[src/hdl/bft_pkg.sv]
// Shared widths and types for the bit fingerprint Tanimoto block.
package bft_pkg;

  localparam int unsigned ByteW    = 8;
  localparam int unsigned PopW     = 4;   // popcount of one byte, 0..8
  localparam int unsigned CntW     = 11;  // saturating bit counts
  localparam int unsigned UniW     = 12;  // first + second - both
  localparam int unsigned SimW     = 17;  // Q1.16 ratio
  localparam int unsigned InDataW  = 16;
  localparam int unsigned OutDataW = 32;
  localparam int unsigned OutPadW  = OutDataW - SimW - CntW;
  localparam int unsigned CntMax   = 2047;

  // Final counts of one fingerprint pair, handed from front to back.
  typedef struct packed {
    logic [CntW-1:0] both;
    logic [CntW-1:0] first;
    logic [CntW-1:0] second;
  } counts_t;

endpackage

[src/hdl/bft_front.sv]
// Front end: accept byte pairs, accumulate saturating popcounts, queue finished pairs.
module bft_front #(
  parameter int unsigned MAX_BYTES = 128
) (
  input  logic                          clk_i,
  input  logic                          rst_ni,
  input  logic                          in_valid_i,
  output logic                          in_ready_o,
  input  logic [bft_pkg::ByteW-1:0]     byte_a_i,
  input  logic [bft_pkg::ByteW-1:0]     byte_b_i,
  input  logic                          last_byte_i,
  input  logic                          q_full_i,
  output logic                          q_push_o,
  output bft_pkg::counts_t              q_data_o
);

  localparam int unsigned CapRaw = 8 * MAX_BYTES;
  localparam int unsigned Cap    = (CapRaw < bft_pkg::CntMax) ? CapRaw : bft_pkg::CntMax;
  localparam logic [bft_pkg::CntW:0] CapV = (bft_pkg::CntW + 1)'(Cap);

  function automatic logic [bft_pkg::PopW-1:0] pop8(input logic [bft_pkg::ByteW-1:0] v);
    logic [bft_pkg::PopW-1:0] n;
    n = '0;
    for (int k = 0; k < bft_pkg::ByteW; k++) begin
      n = n + bft_pkg::PopW'(v[k]);
    end
    return n;
  endfunction

  function automatic logic [bft_pkg::CntW-1:0] add_sat(input logic [bft_pkg::CntW-1:0] acc,
                                                       input logic [bft_pkg::PopW-1:0] inc);
    logic [bft_pkg::CntW:0] s;
    s = {1'b0, acc} + (bft_pkg::CntW + 1)'(inc);
    return (s > CapV) ? CapV[bft_pkg::CntW-1:0] : s[bft_pkg::CntW-1:0];
  endfunction

  bft_pkg::counts_t cnt_q, cnt_d, cnt_sum;
  logic             fire;

  assign in_ready_o = !q_full_i;
  assign fire       = in_valid_i && in_ready_o;

  always_comb begin
    cnt_sum.both   = add_sat(cnt_q.both, pop8(byte_a_i & byte_b_i));
    cnt_sum.first  = add_sat(cnt_q.first, pop8(byte_a_i));
    cnt_sum.second = add_sat(cnt_q.second, pop8(byte_b_i));
    cnt_d = cnt_q;
    if (fire) begin
      cnt_d = last_byte_i ? '0 : cnt_sum;
    end
  end

  assign q_push_o = fire && last_byte_i;
  assign q_data_o = cnt_sum;

  always_ff @(posedge clk_i or negedge rst_ni) begin
    if (!rst_ni) begin
      cnt_q <= '0;
    end else begin
      cnt_q <= cnt_d;
    end
  end

endmodule

[src/hdl/bft_fifo.sv]
// Two-entry queue of finished pair counts between front and back.
module bft_fifo (
  input  logic             clk_i,
  input  logic             rst_ni,
  input  logic             push_i,
  input  bft_pkg::counts_t push_data_i,
  output logic             full_o,
  input  logic             pop_i,
  output logic             rd_valid_o,
  output bft_pkg::counts_t rd_data_o
);

  bft_pkg::counts_t mem_q [2];
  logic             wr_ptr_q, rd_ptr_q;
  logic [1:0]       fill_q, fill_d;

  assign full_o     = fill_q[1];
  assign rd_valid_o = (fill_q != 2'd0);
  assign rd_data_o  = mem_q[rd_ptr_q];

  always_comb begin
    fill_d = fill_q;
    if (push_i && !pop_i) begin
      fill_d = fill_q + 2'd1;
    end else if (pop_i && !push_i) begin
      fill_d = fill_q - 2'd1;
    end
  end

  always_ff @(posedge clk_i) begin
    if (push_i) begin
      mem_q[wr_ptr_q] <= push_data_i;
    end
  end

  always_ff @(posedge clk_i or negedge rst_ni) begin
    if (!rst_ni) begin
      wr_ptr_q <= 1'b0;
      rd_ptr_q <= 1'b0;
      fill_q   <= 2'd0;
    end else begin
      if (push_i) begin
        wr_ptr_q <= !wr_ptr_q;
      end
      if (pop_i) begin
        rd_ptr_q <= !rd_ptr_q;
      end
      fill_q <= fill_d;
    end
  end

endmodule

[src/hdl/bft_back.sv]
// Back end: restoring divider for the Tanimoto ratio and the result register.
module bft_back (
  input  logic                        clk_i,
  input  logic                        rst_ni,
  input  logic                        q_valid_i,
  input  bft_pkg::counts_t            q_data_i,
  output logic                        q_pop_o,
  output logic                        out_valid_o,
  input  logic                        out_ready_i,
  output logic [bft_pkg::SimW-1:0]    similarity_o,
  output logic [bft_pkg::CntW-1:0]    common_bits_o,
  output logic                        empty_pair_o
);

  typedef enum logic [2:0] {
    S_IDLE = 3'b001,
    S_DIV  = 3'b010,
    S_FIN  = 3'b100
  } state_e;

  state_e                    state_q, state_d;
  logic [bft_pkg::UniW-1:0]  rem_q, rem_d, uni_q, uni_d;
  logic [bft_pkg::SimW-1:0]  quot_q, quot_d;
  logic [bft_pkg::CntW-1:0]  both_q, both_d;
  logic                      empty_q, empty_d;
  logic [3:0]                step_q, step_d;
  logic                      out_valid_q, out_valid_d, out_load;
  logic [bft_pkg::SimW-1:0]  out_sim_q;
  logic [bft_pkg::CntW-1:0]  out_common_q;
  logic                      out_empty_q;

  logic [bft_pkg::UniW-1:0]  uni_new, both_ext;
  logic                      ge_load, ge_step;
  logic [bft_pkg::UniW:0]    shifted;

  assign both_ext = {1'b0, q_data_i.both};
  assign uni_new  = {1'b0, q_data_i.first} + {1'b0, q_data_i.second} - both_ext;
  assign ge_load  = (both_ext >= uni_new);
  assign shifted  = {rem_q, 1'b0};
  assign ge_step  = (shifted >= {1'b0, uni_q});

  always_comb begin
    state_d  = state_q;
    rem_d    = rem_q;
    uni_d    = uni_q;
    quot_d   = quot_q;
    both_d   = both_q;
    empty_d  = empty_q;
    step_d   = step_q;
    q_pop_o  = 1'b0;
    out_load = 1'b0;
    unique case (state_q)
      S_IDLE: begin
        if (q_valid_i) begin
          q_pop_o = 1'b1;
          uni_d   = uni_new;
          both_d  = q_data_i.both;
          empty_d = (uni_new == '0);
          step_d  = 4'd15;
          if (uni_new == '0) begin
            quot_d  = '0;
            state_d = S_FIN;
          end else begin
            rem_d   = ge_load ? (both_ext - uni_new) : both_ext;
            quot_d  = bft_pkg::SimW'(ge_load);
            state_d = S_DIV;
          end
        end
      end
      S_DIV: begin
        rem_d  = ge_step ? bft_pkg::UniW'(shifted - {1'b0, uni_q}) : shifted[bft_pkg::UniW-1:0];
        quot_d = {quot_q[bft_pkg::SimW-2:0], ge_step};
        step_d = step_q - 4'd1;
        if (step_q == 4'd0) begin
          state_d = S_FIN;
        end
      end
      S_FIN: begin
        // Hand over once the result register is free or draining.
        if (!out_valid_q || out_ready_i) begin
          out_load = 1'b1;
          state_d  = S_IDLE;
        end
      end
      default: state_d = S_IDLE;
    endcase
  end

  always_comb begin
    out_valid_d = out_valid_q;
    if (out_load) begin
      out_valid_d = 1'b1;
    end else if (out_ready_i) begin
      out_valid_d = 1'b0;
    end
  end

  assign out_valid_o   = out_valid_q;
  assign similarity_o  = out_sim_q;
  assign common_bits_o = out_common_q;
  assign empty_pair_o  = out_empty_q;

  always_ff @(posedge clk_i) begin
    rem_q  <= rem_d;
    uni_q  <= uni_d;
    quot_q <= quot_d;
    both_q <= both_d;
    step_q <= step_d;
    if (out_load) begin
      out_sim_q    <= quot_q;
      out_common_q <= both_q;
      out_empty_q  <= empty_q;
    end
  end

  always_ff @(posedge clk_i or negedge rst_ni) begin
    if (!rst_ni) begin
      state_q     <= S_IDLE;
      empty_q     <= 1'b0;
      out_valid_q <= 1'b0;
    end else begin
      state_q     <= state_d;
      empty_q     <= empty_d;
      out_valid_q <= out_valid_d;
    end
  end

endmodule

[src/hdl/bit_fingerprint_tanimoto.sv]
// Top level of the bit fingerprint Tanimoto similarity block.
//
// Usage: stream two fingerprints in lockstep on the slave side, one byte of
// each per transfer, with tlast on the final byte pair. For every transfer
// with tlast high one result transfer comes out on the master side:
// the ratio both/(first+second-both) in unsigned Q1.16 (65536 = identical),
// the count of common set bits, and tuser high when both fingerprints held
// no set bit (ratio and count are then zero).
// Throughput: one byte pair per cycle while the queue is not full. Each
// finished pair occupies the divider for a load step, 16 quotient bits one
// per cycle and a hand-over step, so pairs of 18 bytes or more stream at
// full rate; shorter ones are paced by the divider once the two-entry
// queue fills. A result goes through the queue, the load step, the divide
// steps and the hand-over; an all-zero pair skips the divide steps.
// Reset clears the running counts, the queue and the result valid flag.
// A stalled receiver holds the result; the divider finishes the next pair
// and waits, and the front keeps taking bytes until the queue is full.
module bit_fingerprint_tanimoto #(
  parameter int unsigned MAX_BYTES = 128
) (
  input  logic                            clk_i,
  input  logic                            rst_ni,
  input  logic                            s_axis_tvalid,
  output logic                            s_axis_tready,
  input  logic [bft_pkg::InDataW-1:0]     s_axis_tdata,   // byte_a, byte_b
  input  logic                            s_axis_tlast,   // last_byte
  output logic                            m_axis_tvalid,
  input  logic                            m_axis_tready,
  output logic [bft_pkg::OutDataW-1:0]    m_axis_tdata,   // similarity, common_bits, zero pad
  output logic                            m_axis_tuser    // empty_pair
);

  logic                           q_full, q_push, q_pop, q_valid;
  bft_pkg::counts_t               q_wdata, q_rdata;
  logic [bft_pkg::SimW-1:0]       similarity;
  logic [bft_pkg::CntW-1:0]       common_bits;

  // Accumulate popcounts and push the totals on the last byte.
  bft_front #(
    .MAX_BYTES (MAX_BYTES)
  ) u_front (
    .clk_i       (clk_i),
    .rst_ni      (rst_ni),
    .in_valid_i  (s_axis_tvalid),
    .in_ready_o  (s_axis_tready),
    .byte_a_i    (s_axis_tdata[7:0]),
    .byte_b_i    (s_axis_tdata[15:8]),
    .last_byte_i (s_axis_tlast),
    .q_full_i    (q_full),
    .q_push_o    (q_push),
    .q_data_o    (q_wdata)
  );

  // Decouple byte intake from the divider.
  bft_fifo u_fifo (
    .clk_i       (clk_i),
    .rst_ni      (rst_ni),
    .push_i      (q_push),
    .push_data_i (q_wdata),
    .full_o      (q_full),
    .pop_i       (q_pop),
    .rd_valid_o  (q_valid),
    .rd_data_o   (q_rdata)
  );

  // Divide and hold the result until transferred.
  bft_back u_back (
    .clk_i         (clk_i),
    .rst_ni        (rst_ni),
    .q_valid_i     (q_valid),
    .q_data_i      (q_rdata),
    .q_pop_o       (q_pop),
    .out_valid_o   (m_axis_tvalid),
    .out_ready_i   (m_axis_tready),
    .similarity_o  (similarity),
    .common_bits_o (common_bits),
    .empty_pair_o  (m_axis_tuser)
  );

  assign m_axis_tdata = {{bft_pkg::OutPadW{1'b0}}, common_bits, similarity};

endmodule

[config.mk]
export PLATFORM = sky130hd
export DESIGN_NAME = bit_fingerprint_tanimoto
export DESIGN_NICKNAME = d
export VERILOG_FILES = /design/src/hdl/bft_pkg.sv /design/src/hdl/bft_front.sv /design/src/hdl/bft_fifo.sv /design/src/hdl/bft_back.sv /design/src/hdl/bit_fingerprint_tanimoto.sv
export SDC_FILE = /design/constraint.sdc
export NUM_CORES = 1
export LEC_CHECK = 0
export BUFFER_PORTS_ARGS = -buffer_cell sky130_fd_sc_hd__buf_2
export CORE_UTILIZATION = 43
export DETAILED_ROUTE_END_ITERATION = 16
export GPL_TIMING_DRIVEN = 0
export PLACE_DENSITY = 0.71
export SKIP_CTS_REPAIR_TIMING = 1
export SLEW_MARGIN = 20
export SYNTH_ARGS = -nofsm -noshare
export SYNTH_HDL_FRONTEND = slang
export SYNTH_HIERARCHICAL = 1
export SYNTH_SLANG_ARGS = --single-unit
export TNS_END_PERCENT = 1
[constraint.sdc]
create_clock -name clk_i -period 10.89 [get_ports clk_i]
set_input_delay 3.267 -clock clk_i [delete_from_list [all_inputs] [get_ports clk_i]]
set_output_delay 3.267 -clock clk_i [all_outputs]
set_load 0.1 [all_outputs]
==> metrics.md <==
| Metric | Value |
|---|---|
| First-pass GRT wire length | `between 30000 and 40000 um` |
| Post-DR wirelength/cell | `~16 um` |
| Number of hold violations in the final report | `0` |
| Routed wire length | `22700 um` |
| Gpl congestion | `roughly 0.87` |
| Result of the run | `complete, no violations` |
| I/O Buffers | `roughly 50` |
| Post-synth top cells | `edfxtp_1 (151), inv_1 (113), nor2_1 (74)` |
| Ratio of cells with drive above 1 in the final layout | `0.165` |
| Hold slack final | `417 ps` |
| Initial core utilization | `0.438` |
| Antenna violations before repair | `0` |
| Clock-pin slew on the worst setup and hold paths | `70 ps` |
| Fill cells | `2358` |
| Relative slew margins | `0.314` |
| CP cell instances | `buf_2, and2_1, fa_1, inv_1, fa_1, inv_1, fa_1, fa_1, fa_1, a211oi_2, nor2_1, nor3_1, a21oi_1, o41ai_4, and2_1` |
| Post-place setup slack | `approximately 3100 ps` |
| Horizontal extent of the die | `165 um` |
| Worst clock skew | `around 12 ps` |
| CTS tree | `built` |
| Cell accounting for the most synthesized area | `edfxtp_1` |
| Detailed-routing iteration count for the pre-antenna-repair pass | `7` |
| Type of the setup path with the least slack | `in -> reg` |
| Number of warnings issued by yosys | `6` |
| Startpoint class of the critical path | `input pin` |
| Avg Synthesized Cell Area | `between 10 and 15 um^2` |
| Fin area | `between 10000 and 15000 um^2` |
| Layout overhead on the synthesized area | `12.1%` |
| Routed length on met3 | `903 um` |
| Antenna diode instance count | `0` |
| Via-per-instance ratio | `roughly 5.3` |
| Die Outline Area | `27100 um^2` |
| Detailed-placement wirelength estimate | `roughly 17000 um` |
| EDFF count, synth | `roughly 150` |
| Sum Neg Setup Slack | `0 ps` |
| Largest driver fanout on the critical path | `6` |
| Top cells by area, synth | `edfxtp_1 (40%), dfrtp_1 (9.0%), ha_1 (5.9%)` |
| Core area | `26000 um^2` |
| Yosys top cell area share | `0.398` |
| Post-synth ARST share | `0.218` |
| Top routing layer in use | `met4` |
| Period utilization | `0.681` |
| Layout Nets | `around 1200` |
| Post-route setup slack | `roughly 3500 ps` |
| Antenna-violating nets left | `0` |
| Worst-path cell with the longest stage delay | `fa_1` |
| Path category of the worst min-delay check | `reg -> reg` |
| Synthesized instance count | `about 980` |
| TritonCTS buffer count | `17` |
| Register-to-Register Setup Slack | `a little under 6000 ps` |
| Crit path required time | `between 10000 and 15000 ps` |
| Via count of the first global-routing pass | `7360` |
| Number of buffers on the longest clock path | `2` |
| Post-Synthesis Cell Area | `11400 um^2` |
| Violation count after the first detailed-route iteration | `477` |
| Achievable Freq | `~130 MHz` |
| Library cell with the highest instance count after synthesis | `edfxtp_1` |
| Total I/O pin count | `56` |
| Wire length on met2 | `11000 um` |
| H-tree lvl count | `4` |
| Worst path max stage delay | `530 ps` |
| CTS sink cnt | `193` |
| Total number of placement rows | `about 60` |
| Number of endpoints failing setup at the final stage | `0` |
| Grt ovf | `0` |
| Number of different library cells in the post-synthesis netlist | `between 80 and 90` |
| Sequential-to-total area share from yosys stat | `0.491` |
| Placement-stage cell area | `between 10000 and 15000 um^2` |
| Met1 layer wirelength in the final routing | `a little over 10000 um` |
| Unrepaired setup endpoints after global routing | `no` |
| Combined global-route utilization of all metal layers | `0.175` |
| Number of flip-flops and latches in the synthesized netlist | `193` |
| Root buffer cell | `clkbuf_16` |
| Drt drc | `0` |
| Dominant synthesized flop cell | `edfxtp_1` |
| Arrival time reported for the critical path endpoint | `~7700 ps` |
| Critical path capture point type | `flop` |
| Transition at the pin with the smallest max-transition slack | `between 1000 and 1500 ps` |
| Max_cap viols | `0` |
| Cell occurring most often along the worst timing path | `fa_1` |
| Total vias in the final route | `between 7000 and 8000` |
| Largest net degree at the start of global routing | `between 40 and 50` |
| Max-slew violation count | `0` |
| Insertion delay to the later sink of the worst-skew pair | `440 ps` |
| Final worst path period need | `approximately 7400 ps` |
| Vertical extent of the die | `165 um` |
[flip-flops by register name, summed over array words and instances (netlist names), 11 cells and up]
register,cells
u_fifo/mem_q,66
u_front/cnt_q,33
u_back/quot_q,17
u_back/similarity_o,17
u_back/rem_q,12
u_back/uni_q,12
u_back/both_q,11
u_back/common_bits_o,11
[cell type report]
class	count	area (um^2)	area share
plain buffers	40	248	0.0194
clock buffers	17	425	0.0334
clock inverters	15	183	0.0143
inverters	118	443	0.0347
multi-input cells	630	5130	0.403
flip-flops and latches	193	5590	0.438
well taps	335	419	0.0329
repair buffers	53	313	0.0245
[worst max-delay path: cells and delay by family]
kind,cells,cell delay [ps]
fa+ha+maj,5,2450
buf+inv,3,230
simple gates,4,820
compound gates,3,930
[logic make-up (layout without fill, tap and decap cells)]
logic type,count (synthesis),in the layout,synth area share
flip-flops,193,193,0.491
multiplexers,52,52,0.0607
adder cells (fa/ha/maj),83,83,0.110
buffers and inverters,158,243,0.0607
AND/OR/NAND/NOR,260,260,0.116
AO/OA/AOI/OAI,176,176,0.116
other,1,4,0.000330
XOR/XNOR,55,55,0.0456
[metal layers]
layer  up-vias  GRT usage
li1       3636          -
met5         -          0
met1      3573      0.227
met2       210      0.301
met3        36     0.0224
met4         0     0.0638
[path summary, 6_finish.rpt]
kind	startpoint	end	cells past startpoint
min in group asynchronous	rst_ni	u_front/cnt_q[18]	1
max in group asynchronous	rst_ni	u_fifo/wr_ptr_q	1
min	u_back/both_q[6]	u_back/common_bits_o[6]	0
max	s_axis_tdata[8]	u_fifo/mem_q[0][22]	15
max reg2reg	u_fifo/rd_ptr_q	u_back/rem_q[6]	20
min reg2reg	u_back/both_q[6]	u_back/common_bits_o[6]	0
[stage by stage]
stage	util	instances
2_1_floorplan	-	981
3_3_place_gp	0.464	1367
3_5_place_dp	0.467	1369
4_1_cts	0.491	1401
5_1_grt	0.491	1401
6_report	0.491	1401
[cell usage in the layout, fill, tap and decap left out, types with 13 or more instances in the layout]
cell type	count
xnor2_1	35
and2_1	13
and3_1	19
o21ai_0	21
mux2_4	29
a21oi_1	33
ha_1	54
buf_2	59
nor2_1	73
clkbuf_1	21
nand2_1	45
fa_1	28
xor2_1	18
dfrtp_1	41
clkbuf_16	17
nand3_1	18
nor3_1	28
edfxtp_1	151
inv_1	113
mux2i_1	14
Power is not shown: default switching activity piles up to over one toggle a cycle in this logic, so the estimate is an artifact.
